[src/design/sbwm_pkg.sv]
// Shared types and constants of the SSIM box window metric unit.
package sbwm_pkg;

	localparam int MAX_WIDTH  = 1024;
	localparam int MAX_WINDOW = 16;
	localparam int FIFO_DEPTH = 4;
	localparam int XW         = $clog2(MAX_WIDTH);
	localparam int RRW        = $clog2(MAX_WINDOW);
	localparam int RING_DEPTH = MAX_WIDTH * MAX_WINDOW;
	localparam int LW         = 16;
	localparam int CW         = 21;
	localparam int TW         = 48;
	localparam int FW         = 52;

	localparam logic [18:0] STAB_K1   = 19'd426148;
	localparam logic [21:0] STAB_K2   = 22'd3835319;
	localparam logic [CW-1:0] COUNT_CAP = 21'd1048576;

	typedef enum logic [1:0] {
		CFG_FRAME_WIDTH   = 2'd0,
		CFG_FRAME_HEIGHT  = 2'd1,
		CFG_WINDOW_SIZE   = 2'd2,
		CFG_WINDOW_STRIDE = 2'd3
	} cfg_idx_t;

	typedef struct packed {
		logic [10:0] frame_width;
		logic [15:0] frame_height;
		logic [4:0]  window_size;
		logic [10:0] window_stride;
	} cfg_t;

	typedef struct packed {
		logic [LW-1:0]  la;
		logic [LW-1:0]  lb;
		logic [XW-1:0]  x;
		logic [RRW-1:0] ring_row;
		logic           first_row;
		logic           full;
		logic           fire;
		logic           last;
		logic           ok;
		logic           inv;
	} item_t;

	typedef struct packed {
		logic [35:0] cab;
		logic [35:0] sbb;
		logic [35:0] saa;
		logic [19:0] sb;
		logic [19:0] sa;
	} col_t;

endpackage

[src/design/sbwm_fifo.sv]
// Short word queue between the front and back parts.
module sbwm_fifo (
	input  logic           clk,
	input  logic           arst_n,
	input  logic           push,
	input  sbwm_pkg::item_t din,
	output logic           full,
	input  logic           pop,
	output sbwm_pkg::item_t dout,
	output logic           empty
);

	localparam int PW = $clog2(sbwm_pkg::FIFO_DEPTH);

	sbwm_pkg::item_t ent_q [sbwm_pkg::FIFO_DEPTH];
	logic [PW-1:0] wr_q, rd_q;
	logic [PW:0]   cnt_q;

	assign full  = cnt_q == (PW+1)'(sbwm_pkg::FIFO_DEPTH);
	assign empty = cnt_q == '0;
	assign dout  = ent_q[rd_q];

	always_ff @(posedge clk) begin
		if (push && !full) begin
			ent_q[wr_q] <= din;
		end
	end

	always_ff @(posedge clk or negedge arst_n) begin
		if (!arst_n) begin
			wr_q  <= '0;
			rd_q  <= '0;
			cnt_q <= '0;
		end else begin
			if (push && !full) begin
				wr_q <= wr_q + 1'b1;
			end
			if (pop && !empty) begin
				rd_q <= rd_q + 1'b1;
			end
			cnt_q <= cnt_q + (PW+1)'(push && !full) - (PW+1)'(pop && !empty);
		end
	end

endmodule

[config.mk]
export PLATFORM = sky130hd
export DESIGN_NAME = sbwm_fifo
export DESIGN_NICKNAME = d
export VERILOG_FILES = /design/src/design/sbwm_pkg.sv /design/src/design/sbwm_fifo.sv
export SDC_FILE = /design/constraint.sdc
export NUM_CORES = 1
export LEC_CHECK = 0
export BUFFER_PORTS_ARGS = -buffer_cell sky130_fd_sc_hd__clkbuf_2
export CORE_ASPECT_RATIO = 0.75
export CORE_MARGIN = 4
export CORE_UTILIZATION = 57
export CTS_CLUSTER_DIAMETER = 80
export DETAILED_ROUTE_END_ITERATION = 10
export PLACE_DENSITY_LB_ADDON = 0.08
export RECOVER_POWER = 50
export SLEW_MARGIN = 20
export SYNTH_ARGS = -nofsm -noshare
export SYNTH_HDL_FRONTEND = slang
export SYNTH_SLANG_ARGS = --single-unit
[constraint.sdc]
create_clock -name clk -period 3.1 [get_ports clk]
set_input_delay 0.62 -clock clk [delete_from_list [all_inputs] [get_ports clk]]
set_output_delay 0.62 -clock clk [all_outputs]
set_load 0.01 [all_outputs]
==> metrics <==
final setup vio count 0; vias in the first global route between 3000 and 4000; Hold-fix buffers, CTS 1; vias post-DR 3604; Layout area overhead 16.1%; WP depth 3; register share of total power 0.455; RSZ-0062 raised after global routing no; synth unique cells 20; Final Hold Vio Count 0; critical path class reg -> out; ANT cells 0; Sw Share 0.282; Leak 0.00313 uW; fin. max-slew vios 0; die footprint 16100 sq um; dpl cell area a little under 9000 sq um; Post-DRT Antenna Nets 0; FF-to-FF Start cnt_q[2]; Post-Layout Inst Area 9330 sq um; clk_lat worst skew 0.47 ns; Post-layout nets between 500 and 600; clock-pin slew on the worst setup and hold paths roughly 0.060 ns; Post-Synthesis Cells about 310; DRC Markers 0; gpl congestion about 0.72; Combinational Power Share 0.290; router iterations before antenna repair 4; GRT Total Usage 0.172; WP data arrival ~2.1 ns; gr ovfl total 0; critical path's largest stage delay 0.60 ns; maximum clock path buffer count 3; Fin Clk Skew slightly above 0.009 ns; cell row count 37; initial antenna violation count 2; Syn Nets between 300 and 400; Mapped Avg Cell Area roughly 26 sq um; CP top delay family flip-flops; Max H-tree Level 1; CP max-delay cell dfrtp_4; area occupied by registers roughly 6400 sq um; Worst Path Required between 2 and 2.5 ns; post-DR vias/cell about 5.7; synthesized cell area approximately 8000 sq um; total core area approximately 14000 sq um; Synth area leaders edfxtp_1 78%, mux4_2 13%, dfrtp_1 2.2%; TritonCTS clock tree done; Fill cells slightly above 900; status finished, final reports clean; Hold Path Class in -> reg; Starting Density 0.584; worst-path maximum fanout 14; Slew HR 0.0896; Ys Warns 0; first-pass GRT wire length between 20000 and 25000 um; synthesis-stage register bit count between 200 and 250; Critical Path End Type output port; Crit Reg-Reg Endpoint cnt_q[2]; die width approximately 150 um; DR WL/cell 21.1 um; final wirelength about 13000 um; P_sw 2510 uW; Hold Slack around 0.40 ns; pwr dens roughly 950 nW/um^2; Max Clk Rate around 0.36 GHz; cts repair resizes 0; Peak VDD IR approximately 0.64 mV; CTS sink cnt ~220; largest net degree at the start of global routing 53; post-CTS setup buffers 0; critical hold path startpoint din[33]; Placed Instances ~590; DIE HEIGHT roughly 110 um; worst path bufs/invs 2; R2R cell count 8; multi-input logic area roughly 1400 sq um; area leader, netlist edfxtp_1; Worst setup SP type flop; TritonCTS buffer count 20; fin cells 630; clock group share of total power 0.255; Seq/Total Area, Yosys 0.799; FF-to-FF setup slack approximately 0.64 ns; initial DRC count 211; max-cap violations 0; Fin Setup TNS 0 ns; PortBufs around 110; Root Buffer clkbuf_16; Pint ~6400 uW; Worst-Margin Slew ~1.4 ns; Critical Path Sink dout[49]; cells along the critical path buf_4, mux4_1, clkbuf_2; crit path from rd_q[0]; post-synth top area share 0.777; share of cells above drive strength 1 0.314; fin crit share 0.884; fin crit period approximately 2.7 ns; HPWL after DPL roughly 8000 um; I/O pin count 110
[metrics by stage]
| stage | util | setup WS, ns | power (uW) |
|---|---|---|---|
| after detailed placement | 0.640 | 0.799 | 6800 |
| after CTS | 0.685 | 0.297 | 9070 |
| final | 0.679 | 0.360 | 8900 |
| after global placement | 0.640 | 0.795 | 6750 |
| after global routing | 0.679 | 0.212 | 9400 |
| after floorplan | - | 0.693 | 5900 |
[placed cells by master, fill, tap and decap left out, types with 2 or more instances in the layout]
cell type  instances
buf_12             4
xnor2_1            4
clkbuf_1          59
nand2b_1           4
buf_4              4
nand4bb_1          2
clkbuf_2          56
edfxtp_1         208
clkinv_1           3
clkbuf_16         21
dfrtp_1            5
mux4_2            48
o211ai_1           2
inv_1              6
mux4_1             4
ha_1               6
clkinv_2           3
and3b_2            2
and3b_1            2
[power by group through the flow]
stage / logic (uW) / clock network, uW / registers [uW]
after floorplan: 1880 / 0 / 4020
after global placement: 2670 / 0 / 4080
after detailed placement: 2690 / 0 / 4110
after CTS: 2690 / 2330 / 4050
after global routing: 2820 / 2480 / 4110
final: 2580 / 2270 / 4050
[area by class of cell]
cell class / instances / share of cell area
clock buffer: 27 / 0.0587
inverter: 6 / 0.00241
sequential: 215 / 0.688
timing repair buffer: 119 / 0.0647
tap: 175 / 0.0235
multi-input combinational: 80 / 0.155
clock inverter: 8 / 0.00697
[cell families (layout without fill, tap and decap cells)]
group           count (synthesis)  after routing  synth area share
xor+xnor                        4              4           0.00436
fa+ha+maj                       7              7            0.0118
simple gates                   13             13            0.0129
compound gates                  4              4           0.00389
mux                            52             52             0.148
flops                         215            215             0.799
buf+inv                        18            160            0.0204
[cell usage after synthesis]
cell type  count
dfrtp_1        7
ha_1           6
nor3_1         1
o31ai_1        1
and3b_1        4
nor3b_2        1
buf_12         5
nand2_1        1
nand2b_1       4
edfxtp_1     208
mux4_2        48
inv_1          6
nand4bb_1      2
mux4_1         4
fa_1           1
buf_2          6
o311ai_0       1
o211ai_1       2
buf_6          1
xnor2_1        4
[state kept, by name, summed over array words and instances (netlist names)]
| register | cells |
|---|---|
| ent_q | 208 |
| cnt_q | 3 |
| rd_q | 2 |
| wr_q | 2 |
[per-layer routing]
| metal | vias to the layer above | routed length, um | GRT usage |
|---|---|---|---|
| met5 | - | 21 | 0 |
| li1 | 1599 | - | - |
| met4 | 4 | 196 | 0.0342 |
| met3 | 18 | 791 | 0.0450 |
| met1 | 1883 | 5790 | 0.249 |
| met2 | 100 | 6490 | 0.274 |
[how the worst min path moves through the flow]
| stage | to | slack [ns] | cells past startpoint |
|---|---|---|---|
| floorplan | cnt_q[0] | 0.32 | 0 |
| global placement | wr_q[0] | 0.47 | 1 |
| detailed placement | wr_q[1] | 0.47 | 1 |
| CTS | ent_q[1][29] | 0.34 | 1 |
| global route | ent_q[0][10] | 0.39 | 1 |
| finish | ent_q[1][33] | 0.40 | 1 |
No activity file was read; power rests on OpenSTA's default activity.
