==> src/design/sbwm_pkg.sv <==
// Shared types and constants of the SSIM box window metric unit.
package sbwm_pkg;

	localparam int MAX_WIDTH  = 1024;
	localparam int MAX_WINDOW = 16;
	localparam int FIFO_DEPTH = 4;
	localparam int XW         = $clog2(MAX_WIDTH);
	localparam int RRW        = $clog2(MAX_WINDOW);
	localparam int RING_DEPTH = MAX_WIDTH * MAX_WINDOW;
	localparam int LW         = 16;
	localparam int CW         = 21;
	localparam int TW         = 48;
	localparam int FW         = 52;

	localparam logic [18:0] STAB_K1   = 19'd426148;
	localparam logic [21:0] STAB_K2   = 22'd3835319;
	localparam logic [CW-1:0] COUNT_CAP = 21'd1048576;

	typedef enum logic [1:0] {
		CFG_FRAME_WIDTH   = 2'd0,
		CFG_FRAME_HEIGHT  = 2'd1,
		CFG_WINDOW_SIZE   = 2'd2,
		CFG_WINDOW_STRIDE = 2'd3
	} cfg_idx_t;

	typedef struct packed {
		logic [10:0] frame_width;
		logic [15:0] frame_height;
		logic [4:0]  window_size;
		logic [10:0] window_stride;
	} cfg_t;

	typedef struct packed {
		logic [LW-1:0]  la;
		logic [LW-1:0]  lb;
		logic [XW-1:0]  x;
		logic [RRW-1:0] ring_row;
		logic           first_row;
		logic           full;
		logic           fire;
		logic           last;
		logic           ok;
		logic           inv;
	} item_t;

	typedef struct packed {
		logic [35:0] cab;
		logic [35:0] sbb;
		logic [35:0] saa;
		logic [19:0] sb;
		logic [19:0] sa;
	} col_t;

endpackage

==> src/design/sbwm_front.sv <==
// Front part: takes pixel words, forms luma and classifies each position.
module sbwm_front (
	input  logic             clk,
	input  logic             arst_n,
	input  sbwm_pkg::cfg_t   cfg,
	input  logic             restart,
	input  logic             in_valid,
	output logic             in_ready,
	input  logic [47:0]      in_data,
	output logic             push,
	output sbwm_pkg::item_t  item,
	input  logic             full
);

	logic [sbwm_pkg::XW-1:0]  x_q;
	logic [15:0]              y_q;
	logic [sbwm_pkg::RRW-1:0] rr_q;
	logic [10:0]              cph_q, rph_q;
	logic [10:0]              x1;
	logic [16:0]              y1;
	logic [4:0]               win;
	logic [10:0]              st;
	logic                     inv, ok, colfire, rowfire, end_col, end_row;

	function automatic logic [15:0] to_luma(input logic [7:0] r, input logic [7:0] g,
		input logic [7:0] b);
		logic [23:0] s;
		s = 24'd19595 * 24'(r) + 24'd38470 * 24'(g) + 24'd7471 * 24'(b);
		return s[23:8];
	endfunction

	assign win     = cfg.window_size;
	assign st      = cfg.window_stride;
	assign x1      = {1'b0, x_q} + 11'd1;
	assign y1      = {1'b0, y_q} + 17'd1;
	assign inv     = cfg.frame_width == '0 || cfg.frame_width > 11'(sbwm_pkg::MAX_WIDTH)
		|| cfg.frame_height == '0;
	assign ok      = win >= 5'd2 && 32'(win) <= sbwm_pkg::MAX_WINDOW && st != '0
		&& {6'b0, win} <= cfg.frame_width && {11'b0, win} <= cfg.frame_height;
	assign colfire = x1 >= {6'b0, win} && cph_q == '0;
	assign rowfire = y1 >= {12'b0, win} && rph_q == '0;
	assign end_col = x1 == cfg.frame_width;
	assign end_row = y1 == {1'b0, cfg.frame_height};

	assign in_ready = !full;
	assign push     = in_valid && !full;

	always_comb begin
		item.la        = to_luma(in_data[7:0], in_data[15:8], in_data[23:16]);
		item.lb        = to_luma(in_data[31:24], in_data[39:32], in_data[47:40]);
		item.x         = x_q;
		item.ring_row  = rr_q;
		item.first_row = y_q == '0;
		item.full      = y_q >= {11'b0, win};
		item.fire      = ok && colfire && rowfire;
		item.last      = end_col && end_row;
		item.ok        = ok;
		item.inv       = inv;
	end

	always_ff @(posedge clk or negedge arst_n) begin
		if (!arst_n) begin
			x_q   <= '0;
			y_q   <= '0;
			rr_q  <= '0;
			cph_q <= '0;
			rph_q <= '0;
		end else if (restart || (push && inv)) begin
			x_q   <= '0;
			y_q   <= '0;
			rr_q  <= '0;
			cph_q <= '0;
			rph_q <= '0;
		end else if (push) begin
			if (end_col) begin
				x_q   <= '0;
				cph_q <= '0;
				if (end_row) begin
					y_q   <= '0;
					rr_q  <= '0;
					rph_q <= '0;
				end else begin
					y_q  <= y1[15:0];
					rr_q <= ({1'b0, rr_q} + 5'd1 == win) ? '0 : rr_q + 1'b1;
					if (y1 >= {12'b0, win}) begin
						rph_q <= (rph_q + 11'd1 == st) ? '0 : rph_q + 11'd1;
					end
				end
			end else begin
				x_q <= x1[sbwm_pkg::XW-1:0];
				if (x1 >= {6'b0, win}) begin
					cph_q <= (cph_q + 11'd1 == st) ? '0 : cph_q + 11'd1;
				end
			end
		end
	end

endmodule

==> config.mk <==
export PLATFORM = sky130hd
export DESIGN_NAME = sbwm_front
export DESIGN_NICKNAME = d
export VERILOG_FILES = /design/src/design/sbwm_pkg.sv /design/src/design/sbwm_front.sv
export SDC_FILE = /design/constraint.sdc
export NUM_CORES = 1
export LEC_CHECK = 0
export BUFFER_PORTS_ARGS = -buffer_cell sky130_fd_sc_hd__buf_4
export CAP_MARGIN = 25
export CORE_MARGIN = 2
export CORE_UTILIZATION = 66
export DETAILED_ROUTE_END_ITERATION = 12
export PLACE_DENSITY = 0.95
export SETUP_SLACK_MARGIN = 0.3
export SLEW_MARGIN = 20
export SYNTH_ARGS = -nofsm -noshare
export SYNTH_HDL_FRONTEND = slang
export SYNTH_SLANG_ARGS = --single-unit
==> constraint.sdc <==
create_clock -name clk -period 15 [get_ports clk]
set_input_delay 2.25 -clock clk [delete_from_list [all_inputs] [get_ports clk]]
set_output_delay 2.25 -clock clk [all_outputs]
set_load 0.02 [all_outputs]
==> results of run 1 <==
## layer usage
metal / routed length, um / vias to the layer above / global-route usage (%) / part of all wire [%]
li1: - / 6466 / - / -
met1: 17000 / 6845 / 39.3 / 39
met2: 22200 / 698 / 57.7 / 50
met3: 3330 / 153 / 5.12 / 7.5
met4: 1660 / 0 / 12.2 / 3.7
met5: 0 / - / 0 / 0
## flip-flops by register name, summed over array words and instances (netlist names)
register	cells
rph_q	11
x_q	10
rr_q	4
y_q	16
cph_q	11
## final cells by class
type / instances / area [um^2]
repair buffers: 149 / 1120
fillers: 1728 / 7120
well taps: 335 / 419
flip-flops and latches: 52 / 1300
clock inverters: 3 / 22.5
inverters: 482 / 1810
multi-input cells: 1349 / 14000
clock buffers: 5 / 125
## path summary, 6_finish.rpt
| kind | from | endpoint | slack [ns] | depth (start not counted) |
|---|---|---|---|---|
| worst min register to register | cph_q[10]$_DFFE_PN0P_ | cph_q[10]$_DFFE_PN0P_ | 0.54 | 2 |
| worst max register to register | y_q[0]$_DFFE_PN0P_ | y_q[2]$_DFFE_PN0P_ | 10.78 | 10 |
| max in group asynchronous | arst_n | y_q[14]$_DFFE_PN0P_ | 12.54 | 1 |
| min in group asynchronous | arst_n | x_q[8]$_DFFE_PN0P_ | 1.98 | 1 |
| worst min-delay path | cph_q[10]$_DFFE_PN0P_ | cph_q[10]$_DFFE_PN0P_ | 0.54 | 2 |
| worst max-delay path | in_data[37] | item[33] | 2.95 | 28 |
## placed cells by master, fill, tap and decap left out, types with 6 or more instances in the layout
master,count
nand2b_1,18
inv_1,482
o31ai_1,28
nor2b_1,18
nor4b_1,6
or2_2,9
buf_4,149
a21o_1,16
nand2_1,84
a21oi_1,44
o21a_1,19
nor3_1,42
nand4_1,17
o41ai_1,10
nor2_1,79
a31oi_1,8
xor2_1,44
o21ai_0,74
ha_1,344
nor4_1,20
or3_1,9
and3_1,11
xnor2_1,81
fa_1,236
and4_1,8
a211oi_1,10
nand3_1,36
dfrtp_1,52
## logic make-up (layout without fill, tap and decap cells)
kind of cell	after synthesis	after routing	synth area share [%]
flops	52	52	7.53
compound gates	252	252	9.54
fa+ha+maj	580	580	52.3
mux	3	3	0.181
simple gates	379	379	11.3
buf+inv	518	639	11.5
xor+xnor	135	135	7.68
## metrics by stage
stage | utilization [%] | hold slack, ns | cell area (um^2) | setup WS, ns | instances
after floorplan | - | 0.493 | 17300 | 4.06 | 1919
after global placement | 71.9 | 0.507 | 18600 | 3.34 | 2367
after detailed placement | 71.9 | 0.525 | 18600 | 2.99 | 2367
after CTS | 72.5 | 0.540 | 18800 | 2.97 | 2375
after global routing | 72.5 | 0.557 | 18800 | 2.65 | 2375
final | 72.5 | 0.541 | 18800 | 2.95 | 2375
## tightest hold or removal path, delay by kind of cell (launching register included)
family / cells / cell delay, ns
AND/OR/NAND/NOR: 1 / 0.06
AO/OA/AOI/OAI: 1 / 0.06
flip-flops: 1 / 0.38
==> run metrics, run 1 <==
initial antenna violation count 0; antenna cells 0; clk slew on worst S/H paths 0.07 ns; Slew Limit Fails 0; I/O Pins 150; Netlist cell types 68; sequential element share of the synthesized area 7.53%; Yosys warning count 0; post-cts gate resize count 0; drt first-iter violations 1027; TritonCTS clock tree built; hold-fix buffers at CTS 0; Die Width 166 um; cell class contributing the biggest share of worst-path delay adder cells; Async S/R FF share, synth 100%; FP Rows 59; residual DRC count 0; TritonCTS Buffers 5; clock insertion delay at the later pin of the skew report 0.30 ns; biggest area contributors in the synthesized netlist fa_1 (27%), ha_1 (25%), inv_1 (10%); number of nets in the final layout 2715; total half-perimeter wirelength after legalization and detailed placement 38300 um; FF+latch count, synth 52; via count of the first global-routing pass 15200; largest area contributor in the netlist fa_1; pin count of the biggest net entering global routing 53; fraction of final layout cells sized beyond drive strength 1 8.63%; RSZ-0062 raised after global routing no; final critical-path share of the clock period 80.3%; EDFF count, synth 0; total number of clock tree sinks 52; Max transition margin 27.1%; setup TNS 0 ns; most common cell in the netlist inv_1; area of the placeable core 25900 um^2; biggest cell delay along the critical path 0.62 ns; outcome finished clean; gate count after technology mapping 1919; setup clock skew after layout 0.00683 ns; total number of vias 14200; list of most frequent post-synthesis cells inv_1 (482), ha_1 (344), fa_1 (236), nand2_1 (84), xnor2_1 (81); synthesis-to-layout area growth 8.75%; post-synthesis instance area 17300 um^2; max cap viols 0; number of antenna-violating nets in the routed design 0; number of port buffers 149; worst slew pin tran 1.09 ns; post-synthesis average cell area 9.00 um^2; post-layout min period 12.05 ns; slowest stage cell on the critical path a311oi_1; worst path bufs/invs 6; min-delay worst type flip-flop to flip-flop; routability-driven placement congestion ratio 0.960; worst-path maximum fanout 6; H-Tree Depth 2; initial core utilization 66.7%; net count after synthesis 2595; DIE AREA 27500 um^2; first-pass iteration count of the detailed router 6; Die Y 166 um; category of the critical setup timing path primary input to primary output; Most used DFF post-synth dfrtp_1; total global-route track usage 32.3%; arrival time reported for the critical path endpoint 9.80 ns; count of endpoints failing setup in the final report 0; average wire length per cell after detail routing 18.6 um; area share of the largest cell type after synthesis 27.3%; largest buffer count on any clock path 2; startpoint types primary input; average via count per standard cell 5.96; first-pass GRT wire length 73000 um; endpoint required time on the critical path 12.75 ns; final wirelength 44100 um; global-route congestion overflow total 0; most frequent cell on the critical path fa_1; Worst setup EP type primary output; final number of hold-violating endpoints 0; FMAX 0.0830 GHz; number of buffers inserted by post-CTS setup repair 0; clock root buffer master clkbuf_16
Power of run 1 is left out: the tool's default activity adds up to more than one toggle a clock period on the data nets, which glitch-free logic cannot reach.
==> run 2: changes to the inputs <==
--- a/config.mk
+++ b/config.mk
@@ -5,12 +5,13 @@
 export SDC_FILE = /design/constraint.sdc
 export NUM_CORES = 1
 export LEC_CHECK = 0
+export ABC_AREA = 1
 export BUFFER_PORTS_ARGS = -buffer_cell sky130_fd_sc_hd__buf_4
 export CAP_MARGIN = 25
 export CORE_MARGIN = 2
-export CORE_UTILIZATION = 66
+export CORE_UTILIZATION = 64
 export DETAILED_ROUTE_END_ITERATION = 12
-export PLACE_DENSITY = 0.95
+export PLACE_DENSITY = 0.92
 export SETUP_SLACK_MARGIN = 0.3
 export SLEW_MARGIN = 20
 export SYNTH_ARGS = -nofsm -noshare
==> constraint.sdc (replaced) <==
create_clock -name clk -period 12.19 [get_ports clk]
set_input_delay 1.8285 -clock clk [delete_from_list [all_inputs] [get_ports clk]]
set_output_delay 1.8285 -clock clk [all_outputs]
set_load 0.02 [all_outputs]
==> run metrics, run 2 <==
hold_ws 0.521 ns (-0.0203 ns); Post-Synth Adder-Cell Area 48.5% (-3.8 points); synthesis-to-layout area growth 8.50%; min-delay worst type flip-flop to flip-flop; net count after synthesis 3126 (+20%); Most used DFF post-synth dfrtp_1; biggest cell delay along the critical path 0.55 ns (-0.07 ns); post-synthesis instance area 18600 um^2 (+7.8%); post-placement worst setup slack 1.89 ns (-1.10 ns); Yosys warning count 0 (unchanged); Max transition margin 33.0% (+5.9 points); first-pass iteration count of the detailed router 6 (unchanged); number of antenna-violating nets in the routed design 0 (unchanged); average wire length per cell after detail routing 16.7 um (-10%); FF+latch count, synth 52 (unchanged); Worst setup EP type primary output; largest register by flop count y_q; total global-route track usage 33.3% (+1.1 points); area of the placeable core 28700 um^2 (+11%); fraction of final layout cells sized beyond drive strength 1 7.44% (-1.2 points); slowest stage cell on the critical path fa_1; largest area contributor in the netlist fa_1; main combinational cell family by area after synthesis adder cells; Die Y 175 um (+5.3%); setup TNS 0 ns (unchanged); endpoint required time on the critical path 10.36 ns (-2.39 ns); synthesized-area fraction occupied by ao, oa, aoi and oai cells 7.15% (-2.4 points); Layout fillers 2192 (+27%); initial antenna violation count 0 (unchanged); biggest area contributors in the synthesized netlist fa_1 (25%), ha_1 (23%), inv_1 (13%); number of buffers inserted by post-CTS setup repair 0 (unchanged); area share of the largest cell type after synthesis 25.4% (-2.0 points); residual DRC count 0 (unchanged); via count of the first global-routing pass 17400 (+15%); number of nets in the final layout 3255 (+20%); FP Rows 62 (+5.1%); Async S/R FF share, synth 100% (unchanged); Placed Cells 2956 (+25%); Regs by FF count y_q: 16 flops, cph_q: 11 flops, rph_q: 11 flops; post-synthesis average cell area 7.60 um^2 (-16%); startpoint types primary input; I/O Pins 150 (unchanged); final number of hold-violating endpoints 0 (unchanged); worst slew pin tran 1.00 ns (-0.0900 ns); drt first-iter violations 1168 (+14%); average via count per standard cell 5.65 (-5.3%); Netlist cell types 49 (-28%); hold-fix buffers at CTS 0 (unchanged); xor and xnor fraction of the mapped netlist area 4.26% (-3.4 points); Die Width 175 um (+5.3%); final critical-path share of the clock period 85.4%; routability-driven placement congestion ratio 1.01 (+5.4%); global-route congestion overflow total 0 (unchanged); antenna cells 0 (unchanged); total number of clock tree sinks 52 (unchanged); number of port buffers 149 (unchanged); H-Tree Depth 2 (unchanged); TritonCTS clock tree built; total number of vias 16700 (+18%); first-pass GRT wire length 82900 um (+14%); max FFs per register 16 (unchanged); initial core utilization 64.9% (-1.8 points); largest buffer count on any clock path 2 (unchanged); setup clock skew after layout 0.0149 ns (+0.00803 ns); clk slew on worst S/H paths 0.07 ns (about the same); pin count of the biggest net entering global routing 53 (unchanged); outcome finished clean; fin cells 2963 (+25%); gate count after technology mapping 2450 (+28%); DIE AREA 30500 um^2 (+11%); clock root buffer master clkbuf_16; post-cts gate resize count 0 (unchanged); Slew Limit Fails 0 (unchanged); TritonCTS Buffers 5 (unchanged); post-synthesis mux area share 0% (-0.18 points); commonest non-fill, non-tap cell in the layout inv_1; total half-perimeter wirelength after legalization and detailed placement 42800 um (+12%); arrival time reported for the critical path endpoint 8.58 ns (-1.22 ns); max cap viols 0 (unchanged); RSZ-0062 raised after global routing no; clock insertion delay at the later pin of the skew report 0.31 ns (about the same); most common cell in the netlist inv_1; simple-gate share of the synthesized area 19.6% (+8.2 points); FMAX 0.0961 GHz; category of the critical setup timing path primary input to primary output; worst setup margin 1.78 ns (-1.17 ns); most frequent cells in the layout inv_1 (625), nand2_1 (418), ha_1 (344), fa_1 (236), nand3_1 (151); list of most frequent post-synthesis cells inv_1 (625), nand2_1 (418), ha_1 (344), fa_1 (236), nand3_1 (151); sequential element share of the synthesized area 6.99% (-0.55 points); final wirelength 49400 um (+12%); count of endpoints failing setup in the final report 0 (unchanged); worst-path maximum fanout 7 (+1); EDFF count, synth 0 (unchanged); post-layout min period 10.41 ns
-- run 2: routing by layer --
metal / routed length (um) / GRT usage, %
met1: 19800 / 42.4
met2: 23700 / 57.8
met3: 3580 / 4.07
met4: 2240 / 13.9
met5: 0 / 0
-- run 2: stage by stage --
stage / util (%) / cell area, um^2
after floorplan: - / 18600
after global placement: 69.9 / 20100
after detailed placement: 69.9 / 20100
after CTS: 70.4 / 20200
after global routing: 70.4 / 20200
final: 70.4 / 20200
-- run 2: kinds of logic after synthesis --
| family | after synthesis |
|---|---|
| AO/OA/AOI/OAI | 236 |
| XOR/XNOR | 89 |
| adder cells (fa/ha/maj) | 580 |
| buffers and inverters | 659 |
| flip-flops | 52 |
| AND/OR/NAND/NOR | 834 |
-- run 2: final cells by class --
class                           count  area, um^2  area share (%)
Tap cell                          384         480            2.38
Inverter                          631        2370            11.7
Timing Repair Buffer              150        1130            5.57
Multi-Input combinational cell   1739       14800            73.2
Sequential cell                    52        1300            6.44
Clock inverter                      1        5.00          0.0248
Clock buffer                        6         129           0.638
-- run 2: worst max-delay path: cells and delay by family --
kind	cells	cell delay [ns]
buffers and inverters	6	0.54
xor gates and xnor gates	2	0.36
adders and majority gates	9	3.94
AOI/OAI and AO/OA	3	0.59
and+or+nand+nor	11	1.32
-- run 2: path summary, 6_finish.rpt --
check	startpoint	end	slack (ns)	depth (start not counted)
setup / recovery	in_data[14]	item[51]	1.78	31
hold / removal	rph_q[8]$_DFFE_PN0P_	rph_q[8]$_DFFE_PN0P_	0.52	2
setup reg to reg	y_q[0]$_DFFE_PN0P_	rph_q[10]$_DFFE_PN0P_	8.65	17
hold reg to reg	rph_q[8]$_DFFE_PN0P_	rph_q[8]$_DFFE_PN0P_	0.52	2
max in group asynchronous	arst_n	x_q[2]$_DFFE_PN0P_	10.13	1
min in group asynchronous	arst_n	rph_q[10]$_DFFE_PN0P_	1.56	1
Power of run 2 is left out for the same reason.
